`config.mk`:
```
export PLATFORM = sky130hd
export DESIGN_NAME = bit_field_copy_engine
export DESIGN_NICKNAME = d
export VERILOG_FILES = /design/src/hdl/bfce_pkg.sv /design/src/hdl/bit_field_copy_engine.sv /design/src/hdl/bfce_ram.sv /design/src/hdl/bfce_merge.sv
export SDC_FILE = /design/constraint.sdc
export NUM_CORES = 1
export LEC_CHECK = 0
export ABC_AREA = 0
export BUFFER_PORTS_ARGS = -buffer_cell sky130_fd_sc_hd__buf_4
export CAP_MARGIN = 10
export CORE_ASPECT_RATIO = 1.2
export CORE_MARGIN = 10
export CORE_UTILIZATION = 60
export CTS_BUF_LIST = sky130_fd_sc_hd__clkbuf_2
export DETAILED_ROUTE_END_ITERATION = 8
export MAX_ROUTING_LAYER = met4
export PLACE_DENSITY = 0.77
export SLEW_MARGIN = 25
export SYNTH_ARGS = -nofsm -noshare
export SYNTH_HDL_FRONTEND = slang
export SYNTH_SLANG_ARGS = --single-unit
```
`constraint.sdc`:
```
create_clock -name clk_i -period 7.5 [get_ports clk_i]
set_input_delay 1.125 -clock clk_i [delete_from_list [all_inputs] [get_ports clk_i]]
set_output_delay 1.125 -clock clk_i [all_outputs]
set_load 0.005 [all_outputs]
```
`src/hdl/bfce_pkg.sv`:
```
// ----------------------------------------------------------------------------
// bfce_pkg
// Shared types, constants and helpers of the bit field copy engine.
// ----------------------------------------------------------------------------
`default_nettype none

package bfce_pkg;

  localparam int unsigned BufBytes = 64;
  localparam int unsigned IdxW     = $clog2(BufBytes);
  localparam int unsigned RegW     = 7;

  localparam logic [1:0] ACT_WR_SRC = 2'd0;
  localparam logic [1:0] ACT_WR_DST = 2'd1;
  localparam logic [1:0] ACT_COPY   = 2'd2;
  localparam logic [1:0] ACT_RD_DST = 2'd3;

  localparam logic REG_SRC_BYTES = 1'b0;
  localparam logic REG_DST_BYTES = 1'b1;

  localparam logic KIND_STATUS = 1'b0;
  localparam logic KIND_READ   = 1'b1;

  typedef struct packed {
    logic [1:0] action;
    logic [5:0] index;
    logic [7:0] data;
    logic [8:0] src_offset;
    logic [8:0] dst_offset;
    logic [9:0] count;
    logic       right_align;
    logic       byte_units;
  } in_t;

  typedef struct packed {
    logic       kind;
    logic       ok;
    logic [7:0] read_data;
  } out_t;

  // per-byte control for the shift/merge datapath
  typedef struct packed {
    logic [2:0] shift;
    logic [2:0] head_bit;
    logic [2:0] tail_bit;
    logic       first;
    logic       last;
  } merge_ctl_t;

  function automatic logic [RegW-1:0] bytes_in_use(input logic [RegW-1:0] r);
    bytes_in_use = (r > RegW'(BufBytes)) ? RegW'(BufBytes) : r;
  endfunction

endpackage

`default_nettype wire

```
`src/hdl/bit_field_copy_engine.sv`:
```
// ----------------------------------------------------------------------------
// bit_field_copy_engine
// Source and destination byte buffers with an unaligned MSB-first bit copy.
// ----------------------------------------------------------------------------
// Byte writes produce no beat. A destination read is taken from the buffer
// at acceptance; its beat is loaded in the response state. A copy passes a
// check, a prefetch, a first-read and a run state over the N destination
// bytes the run touches (at most 64), then a response state that posts the
// status beat: one read-modify-write of the destination buffer per cycle sets
// the pace. A refused copy goes from check to response. A new item is taken
// once the previous one has posted its beat, even if that beat still waits.
`default_nettype none

module bit_field_copy_engine (
  input  wire logic              clk_i,
  input  wire logic              rst_ni,

  input  wire logic              in_valid_i,
  output      logic              in_ready_o,
  input  wire bfce_pkg::in_t     in_data_i,

  output      logic              out_valid_o,
  input  wire logic              out_ready_i,
  output      bfce_pkg::out_t    out_data_o,

  input  wire logic              psel,
  input  wire logic              penable,
  input  wire logic              pwrite,
  input  wire logic [2:0]        paddr,
  input  wire logic [31:0]       pwdata,
  output      logic [31:0]       prdata,
  output      logic              pready
);

  localparam logic [2:0] S_IDLE  = 3'd0;
  localparam logic [2:0] S_CHECK = 3'd1;
  localparam logic [2:0] S_PRE   = 3'd2;
  localparam logic [2:0] S_FIRST = 3'd3;
  localparam logic [2:0] S_RUN   = 3'd4;
  localparam logic [2:0] S_RESP  = 3'd5;

  localparam int unsigned IW = bfce_pkg::IdxW;
  localparam int unsigned RW = bfce_pkg::RegW;

  logic [2:0]    state_q, state_d;
  bfce_pkg::in_t item_q;
  logic [RW-1:0] src_bytes_q, dst_bytes_q;
  logic          ok_q, ok_d;
  logic [IW-1:0] jw_q, jw_d, j1_q, j1_d, ks_q, ks_d;
  logic [2:0]    sh_q, sh_d, lo3_q, lo3_d, hi3_q, hi3_d;
  logic          first_q, first_d;
  logic [7:0]    prev_q;
  logic          out_valid_q;
  bfce_pkg::out_t out_q;

  logic          accept, load_out, last;
  logic          src_we, src_re, dst_we, dst_re;
  logic [IW-1:0] src_raddr, dst_waddr, dst_raddr;
  logic [7:0]    src_rdata, dst_rdata, dst_wdata, merged;
  bfce_pkg::merge_ctl_t ctl;

  // check arithmetic
  logic          align, fail;
  logic [12:0]   bits;
  logic [11:0]   sbit;
  logic [9:0]    slim, dlim, dbit_al, last_bit;
  logic [8:0]    dbit;
  logic [13:0]   sum_s, sum_d;
  logic [12:0]   p0;

  // ---------------------------------------------------------------- APB
  assign pready = 1'b1;

  always_comb begin
    prdata = '0;
    if (paddr[2] == bfce_pkg::REG_DST_BYTES) begin
      prdata[RW-1:0] = dst_bytes_q;
    end else begin
      prdata[RW-1:0] = src_bytes_q;
    end
  end

  always_ff @(posedge clk_i or negedge rst_ni) begin
    if (!rst_ni) begin
      src_bytes_q <= RW'(8);
      dst_bytes_q <= RW'(8);
    end else if (psel && penable && pwrite && pready) begin
      if (paddr[2] == bfce_pkg::REG_DST_BYTES) begin
        dst_bytes_q <= pwdata[RW-1:0];
      end else begin
        src_bytes_q <= pwdata[RW-1:0];
      end
    end
  end

  // ---------------------------------------------------------------- buffers
  assign accept     = in_valid_i && in_ready_o;
  assign in_ready_o = (state_q == S_IDLE);
  assign last       = (jw_q == j1_q);

  assign src_we    = accept && (in_data_i.action == bfce_pkg::ACT_WR_SRC);
  assign src_re    = (state_q == S_PRE) || (state_q == S_FIRST) ||
                     ((state_q == S_RUN) && !last);
  assign src_raddr = ks_q;

  assign dst_we    = (accept && (in_data_i.action == bfce_pkg::ACT_WR_DST)) ||
                     (state_q == S_RUN);
  assign dst_waddr = (state_q == S_RUN) ? jw_q : in_data_i.index;
  assign dst_wdata = (state_q == S_RUN) ? merged : in_data_i.data;
  assign dst_re    = (accept && (in_data_i.action == bfce_pkg::ACT_RD_DST)) ||
                     (state_q == S_FIRST) || ((state_q == S_RUN) && !last);

  always_comb begin
    if (state_q == S_RUN) begin
      dst_raddr = jw_q + IW'(1);
    end else if (state_q == S_FIRST) begin
      dst_raddr = jw_q;
    end else begin
      dst_raddr = in_data_i.index;
    end
  end

  bfce_ram u_src_ram (
    .clk_i   (clk_i),
    .we_i    (src_we),
    .waddr_i (in_data_i.index),
    .wdata_i (in_data_i.data),
    .re_i    (src_re),
    .raddr_i (src_raddr),
    .rdata_o (src_rdata)
  );

  bfce_ram u_dst_ram (
    .clk_i   (clk_i),
    .we_i    (dst_we),
    .waddr_i (dst_waddr),
    .wdata_i (dst_wdata),
    .re_i    (dst_re),
    .raddr_i (dst_raddr),
    .rdata_o (dst_rdata)
  );

  assign ctl.shift    = sh_q;
  assign ctl.head_bit = lo3_q;
  assign ctl.tail_bit = hi3_q;
  assign ctl.first    = first_q;
  assign ctl.last     = last;

  bfce_merge u_merge (
    .prev_i (prev_q),
    .cur_i  (src_rdata),
    .dest_i (dst_rdata),
    .ctl_i  (ctl),
    .byte_o (merged)
  );

  // ---------------------------------------------------------------- check
  always_comb begin
    align    = item_q.right_align || item_q.byte_units;
    bits     = item_q.byte_units ? {item_q.count, 3'b000} : {3'b000, item_q.count};
    sbit     = item_q.byte_units ? {item_q.src_offset, 3'b000}
                                 : {3'b000, item_q.src_offset};
    slim     = {bfce_pkg::bytes_in_use(src_bytes_q), 3'b000};
    dlim     = {bfce_pkg::bytes_in_use(dst_bytes_q), 3'b000};
    dbit_al  = dlim - bits[9:0];
    dbit     = align ? dbit_al[8:0] : item_q.dst_offset;
    sum_s    = {2'b00, sbit} + {1'b0, bits};
    sum_d    = {5'b00000, dbit} + {1'b0, bits};
    fail     = (bits == '0) ||
               (align && (bits > {3'b000, dlim})) ||
               (sum_s > {4'b0000, slim}) ||
               (sum_d > {4'b0000, dlim});
    last_bit = {1'b0, dbit} + bits[9:0] - 10'd1;
    p0       = {1'b0, sbit} - {10'b0, dbit[2:0]};
  end

  // ---------------------------------------------------------------- control
  always_comb begin
    state_d  = state_q;
    ok_d     = ok_q;
    jw_d     = jw_q;
    j1_d     = j1_q;
    ks_d     = ks_q;
    sh_d     = sh_q;
    lo3_d    = lo3_q;
    hi3_d    = hi3_q;
    first_d  = first_q;
    load_out = 1'b0;
    unique case (state_q)
      S_IDLE: begin
        if (accept) begin
          unique case (in_data_i.action)
            bfce_pkg::ACT_COPY:   state_d = S_CHECK;
            bfce_pkg::ACT_RD_DST: state_d = S_RESP;
            default:              state_d = S_IDLE;
          endcase
        end
      end
      S_CHECK: begin
        ok_d    = !fail;
        jw_d    = dbit[8:3];
        j1_d    = last_bit[8:3];
        ks_d    = p0[8:3];
        sh_d    = p0[2:0];
        lo3_d   = dbit[2:0];
        hi3_d   = last_bit[2:0];
        first_d = 1'b1;
        state_d = fail ? S_RESP : S_PRE;
      end
      S_PRE: begin
        ks_d    = ks_q + IW'(1);
        state_d = S_FIRST;
      end
      S_FIRST: begin
        ks_d    = ks_q + IW'(1);
        state_d = S_RUN;
      end
      S_RUN: begin
        first_d = 1'b0;
        if (last) begin
          state_d = S_RESP;
        end else begin
          ks_d = ks_q + IW'(1);
          jw_d = jw_q + IW'(1);
        end
      end
      S_RESP: begin
        if (!out_valid_q || out_ready_i) begin
          load_out = 1'b1;
          state_d  = S_IDLE;
        end
      end
      default: state_d = S_IDLE;
    endcase
  end

  always_ff @(posedge clk_i or negedge rst_ni) begin
    if (!rst_ni) begin
      state_q     <= S_IDLE;
      out_valid_q <= 1'b0;
    end else begin
      state_q <= state_d;
      if (load_out) begin
        out_valid_q <= 1'b1;
      end else if (out_ready_i) begin
        out_valid_q <= 1'b0;
      end
    end
  end

  always_ff @(posedge clk_i) begin
    if (accept) begin
      item_q <= in_data_i;
    end
    if ((state_q == S_FIRST) || (state_q == S_RUN)) begin
      prev_q <= src_rdata;
    end
    ok_q    <= ok_d;
    jw_q    <= jw_d;
    j1_q    <= j1_d;
    ks_q    <= ks_d;
    sh_q    <= sh_d;
    lo3_q   <= lo3_d;
    hi3_q   <= hi3_d;
    first_q <= first_d;
    if (load_out) begin
      if (item_q.action == bfce_pkg::ACT_RD_DST) begin
        out_q.kind      <= bfce_pkg::KIND_READ;
        out_q.ok        <= 1'b1;
        out_q.read_data <= dst_rdata;
      end else begin
        out_q.kind      <= bfce_pkg::KIND_STATUS;
        out_q.ok        <= ok_q;
        out_q.read_data <= 8'h00;
      end
    end
  end

  assign out_valid_o = out_valid_q;
  assign out_data_o  = out_q;

endmodule

`default_nettype wire

```
`src/hdl/bfce_ram.sv`:
```
// ----------------------------------------------------------------------------
// bfce_ram
// Byte-wide buffer, one write port and one read port, registered read data.
// ----------------------------------------------------------------------------
`default_nettype none

module bfce_ram (
  input  wire logic                     clk_i,
  input  wire logic                     we_i,
  input  wire logic [bfce_pkg::IdxW-1:0] waddr_i,
  input  wire logic [7:0]               wdata_i,
  input  wire logic                     re_i,
  input  wire logic [bfce_pkg::IdxW-1:0] raddr_i,
  output      logic [7:0]               rdata_o
);

  logic [7:0] mem_q [bfce_pkg::BufBytes];

  always_ff @(posedge clk_i) begin
    if (we_i) begin
      mem_q[waddr_i] <= wdata_i;
    end
  end

  always_ff @(posedge clk_i) begin
    if (re_i) begin
      rdata_o <= mem_q[raddr_i];
    end
  end

endmodule

`default_nettype wire

```
`src/hdl/bfce_merge.sv`:
```
// ----------------------------------------------------------------------------
// bfce_merge
// Aligns a two-byte source window to one destination byte and merges it
// under the edge masks of the run.
// ----------------------------------------------------------------------------
`default_nettype none

module bfce_merge (
  input  wire logic                 [7:0] prev_i,
  input  wire logic                 [7:0] cur_i,
  input  wire logic                 [7:0] dest_i,
  input  wire bfce_pkg::merge_ctl_t       ctl_i,
  output      logic                 [7:0] byte_o
);

  logic [15:0] window;
  logic [7:0]  head_mask;
  logic [7:0]  tail_mask;
  logic [7:0]  mask;

  always_comb begin
    window    = {prev_i, cur_i} << ctl_i.shift;
    head_mask = 8'hff >> ctl_i.head_bit;
    tail_mask = 8'hff << (3'd7 - ctl_i.tail_bit);
    mask      = (ctl_i.first ? head_mask : 8'hff) & (ctl_i.last ? tail_mask : 8'hff);
    byte_o    = (dest_i & ~mask) | (window[15:8] & mask);
  end

endmodule

`default_nettype wire
```
==> reports/results.txt <==
The final hold violation count is 0. The flow ran to the end, and the final reports show no timing, DRC or antenna violations. 133 I/O pins were placed.

The maximum ir drop on the vdd rail is 0.332 mV, and the total of endpoints with negative setup slack in the final report is 0. After floorplanning, the core was sized to cover 79500 sq um. Clock skew on the completed layout was measured at 0.171 ns.

The design draws 21.1 mW. For the number of antenna violations at the first check in global routing, the log shows 9. Number of port buffers: 79.

In this run the worst setup path begins at item_q[0]. Once detailed placement completed, the half-perimeter wirelength came to 74500 microns. Clock tree synthesis found a total of 1137 sinks. The measured slew at the worst slew-check pin was 1.07 ns; the maximum fanout along the worst path was 18.

The initialized floorplan defines 113 standard-cell rows. The die is 331 microns tall. The launch instance of the worst min-delay path was in_data_i[31]. Grouping stages by cell kind, the critical path spends the most delay in compound AO/OA/AOI/OAI gates. The tools report the post-route DRC violation count as 0.

At the end of routability-driven placement, the weighted congestion stood at 0.955. Total routing resource utilization after global routing: 0.264. Traced cell by cell, the critical path runs through mux2i_1 > ha_1 > a31oi_1 > nand2b_1 > a21oi_1 > xnor2_1 > nor2_1 > a21oi_1 > inv_1 > ha_1 > o41ai_1 > o21bai_1 > xor2_1 > ha_1 > nand4_1 > nor4_1 > a21oi_1 > a2111oi_0 > nand4_1 > nor3_1 > a21oi_1. The worst hold-check path type was in -> reg. Clock-pin slew was measured on the worst setup and hold paths at 0.10 ns. The number of synthesized register bits came out at 1137. The synthesized netlist contains 78 unique library cells. Setup repair after global routing left no endpoint under its margin. After clock tree synthesis, the flow added hold-fix buffers numbering 43.

For the net count of the finished layout, the log shows 3469. The cell that appears most often on the critical path is sky130_fd_sc_hd__a21oi_1. TritonCTS built the clock tree. Summed over all layers, the global routing overflow is 0.

The run gives 0.608 as the initial core utilization. The cell sitting at the root of the clock tree is a sky130_fd_sc_hd__clkbuf_2. The final layout contains routed wiring with a total length of 118000 microns. Clock latency on the worst-skew pair, taken at its later pin, is 1.52 ns.

Post-CTS repair changed the size of 0 cells. The largest net degree at the start of global routing came out at 123. After clock tree synthesis, the setup repair step added 0 buffers. The share of synthesized flip-flops with an asynchronous set or reset is 0.0158. The initial DRC count was 3312; the endpoint required time on the critical path was 8.70 ns. For the cell leakage power, the log shows 18.4 nW. The ratio of cells with drive above 1 in the final layout was 0.225; the number of levels in the clock H-tree was 5. The Yosys step of the flow raised 0 warnings. The clock period minus worst slack works out to 6.27 ns. From synthesis to final layout, the design area changed by 9.37%. The max-slew violation count is 0.

The startpoint identified for the worst register-to-register timing path is item_q[0]. For the deepest clock path buffer count, the log shows 4. Category of the worst setup path launch point: a flip-flop. With fillers left out, the area of the finished cells amounts to 52800 sq um. The count of buffering cells on the critical path with inverters included was 1. The die width was 279 microns; the max capacitance violation total was 0. Dividing the detail-routed wire length by the instance count gives 26.0 microns.

For the sequential fraction of the synthesis area, the log shows 0.705. The slowest stage of the critical path belongs to the cell sky130_fd_sc_hd__edfxtp_1. The power per cell area was 399 nW/um^2.

Synthesis produced 3032 cells. Using the TritonRoute via totals, the vias-per-cell ratio works out to 6.34. The number of cells in the finished layout apart from fillers was 4538; the netlist area before placement was 48300 sq um. The floorplan die area is 92300 sq um, and the global-route wire length before repair is 177000 microns. The logs give 1.27 ns for the worst setup slack after placement and 1.23 ns for the minimum setup slack in the final design. The average footprint of a synthesized cell came out at 15.9 sq um. The share of the cycle needed by the critical path after routing is 0.836, and the instance count after placement with tap cells included is 4022. Static timing analysis puts the maximum clock frequency at 160 MHz. In this run the remaining antenna-violating nets after routing total 0.

Predominant post-synthesis flop cell: sky130_fd_sc_hd__edfxtp_1. The critical path class was reg -> reg. STA classifies the critical path endpoint as a flip-flop. Setup total negative slack on the finished layout was measured at 0 ns. The placed instances occupy a cell area of 49900 sq um. In this run, synthesis inferred 1119 flip-flops with an integrated enable. For the via count of the first global-routing pass, the log shows 29200. Summing over every cut layer, the via total after detailed routing is 28800. The data arrival time of the critical path is 7.47 ns. The headroom to the max-slew limit came out at 0.282. The peak per-stage delay on the critical path is 0.84 ns, and the first-pass iteration count of the detailed router is 6.

Counting the buffers created by CTS gives 276.
## layout make-up
type                    count  area, sq um
clock buffers             391         1960
inverters                  62          233
multi-input cells        1672        13400
fillers                  5396        26600
clock inverters            68          472
well taps                1035         1290
repair buffers            160         1350
diodes                     13         32.5
flip-flops and latches   1137        34100
## synth_stat cells (32+ instances only)
library cell | n | share of area
sky130_fd_sc_hd__mux2_2 | 53 | 0.012
sky130_fd_sc_hd__nor2_1 | 187 | 0.015
sky130_fd_sc_hd__edfxtp_1 | 1119 | 0.70
sky130_fd_sc_hd__mux2i_1 | 88 | 0.018
sky130_fd_sc_hd__a21oi_1 | 64 | 0.0066
sky130_fd_sc_hd__nand2_1 | 375 | 0.029
sky130_fd_sc_hd__ha_1 | 68 | 0.018
sky130_fd_sc_hd__a211oi_1 | 54 | 0.0084
sky130_fd_sc_hd__inv_1 | 60 | 0.0047
sky130_fd_sc_hd__o21ai_0 | 51 | 0.0053
sky130_fd_sc_hd__clkbuf_1 | 101 | 0.0079
sky130_fd_sc_hd__a31oi_1 | 34 | 0.0044
sky130_fd_sc_hd__and3_1 | 86 | 0.011
sky130_fd_sc_hd__xnor2_1 | 32 | 0.0058
sky130_fd_sc_hd__mux4_2 | 170 | 0.079
sky130_fd_sc_hd__nand3_1 | 36 | 0.0037
## per-layer routing
layer / track usage / wire length [microns] / share of wire
met5: - / 0 / 0
met4: 0.109 / 4170 / 0.035
met3: 0.0631 / 11000 / 0.093
met2: 0.428 / 58800 / 0.50
met1: 0.319 / 44000 / 0.37
## worst register-to-register path, stage by stage (launching register included)
cell,delay [ns]
sky130_fd_sc_hd__edfxtp_1,0.84
sky130_fd_sc_hd__mux2i_1,0.50
sky130_fd_sc_hd__ha_1,0.36
sky130_fd_sc_hd__a31oi_1,0.25
sky130_fd_sc_hd__nand2b_1,0.15
sky130_fd_sc_hd__a21oi_1,0.09
sky130_fd_sc_hd__xnor2_1,0.15
sky130_fd_sc_hd__nor2_1,0.05
sky130_fd_sc_hd__a21oi_1,0.27
sky130_fd_sc_hd__inv_1,0.12
sky130_fd_sc_hd__ha_1,0.27
sky130_fd_sc_hd__o41ai_1,0.64
sky130_fd_sc_hd__o21bai_1,0.14
sky130_fd_sc_hd__xor2_1,0.17
sky130_fd_sc_hd__ha_1,0.30
sky130_fd_sc_hd__nand4_1,0.12
sky130_fd_sc_hd__nor4_1,0.25
sky130_fd_sc_hd__a21oi_1,0.10
sky130_fd_sc_hd__a2111oi_0,0.41
sky130_fd_sc_hd__nand4_1,0.15
sky130_fd_sc_hd__nor3_1,0.61
sky130_fd_sc_hd__a21oi_1,0.14
## power breakdown
part           internal (mW)  switching, mW
Sequential              8.12          0.334
Clock                   1.66           2.33
Combinational           3.06           5.55
Total                   12.8           8.21
## worst paths after layout
kind | cells past startpoint | slack (ns) | end
min | 1 | 0.21 | u_src_ram.mem_q[22][1]
min in group asynchronous | 3 | 0.64 | state_q[1]
max | 21 | 1.23 | state_q[2]
min reg2reg | 0 | 0.50 | prev_q[1]
max in group asynchronous | 4 | 5.70 | dst_bytes_q[4]
max reg2reg | 21 | 1.23 | state_q[2]
## sequential cells by signal, summed over array words and instances, names as in the netlist, 6 cells and up
register and count:
u_dst_ram.rdata_o 8, j1_q 6, jw_q 6, dst_bytes_q 7, item_q 32, u_dst_ram.mem_q 512, u_src_ram.mem_q 512, u_src_ram.rdata_o 8
out_data_o 10, src_bytes_q 7, prev_q 8, ks_q 6
## logic make-up after synthesis
logic type               synth area share
multiplexers                        0.110
flip-flops                          0.705
AND/OR/NAND/NOR                    0.0772
AO/OA/AOI/OAI                      0.0569
XOR/XNOR                          0.00907
adder cells (fa/ha/maj)            0.0195
other                            0.000156
buffers and inverters              0.0220
## metrics by stage
step                hold WS (ns)   util
global placement           0.433  0.628
CTS                       0.0776  0.664
finish                     0.210  0.665
global route               0.118  0.665
floorplan                  0.400      -
detailed placement         0.413  0.628
## cell usage in the layout (no fill, tap or decap), types with 25 or more instances in the layout
cell,instances
sky130_fd_sc_hd__nand4_1,25
sky130_fd_sc_hd__nand3_1,36
sky130_fd_sc_hd__inv_1,60
sky130_fd_sc_hd__clkinv_1,50
sky130_fd_sc_hd__nor2_1,186
sky130_fd_sc_hd__nand2_1,374
sky130_fd_sc_hd__a21oi_1,64
sky130_fd_sc_hd__xnor2_1,32
sky130_fd_sc_hd__mux2_2,53
sky130_fd_sc_hd__a31oi_1,34
sky130_fd_sc_hd__edfxtp_1,1119
sky130_fd_sc_hd__a211oi_1,54
sky130_fd_sc_hd__ha_1,68
sky130_fd_sc_hd__and3_1,86
sky130_fd_sc_hd__clkbuf_2,391
sky130_fd_sc_hd__buf_4,114
sky130_fd_sc_hd__mux4_2,170
sky130_fd_sc_hd__conb_1,26
sky130_fd_sc_hd__o21ai_0,41
sky130_fd_sc_hd__dlygate4sd3_1,43
sky130_fd_sc_hd__mux2i_1,88
No activity file was read; power rests on OpenSTA's default activity.
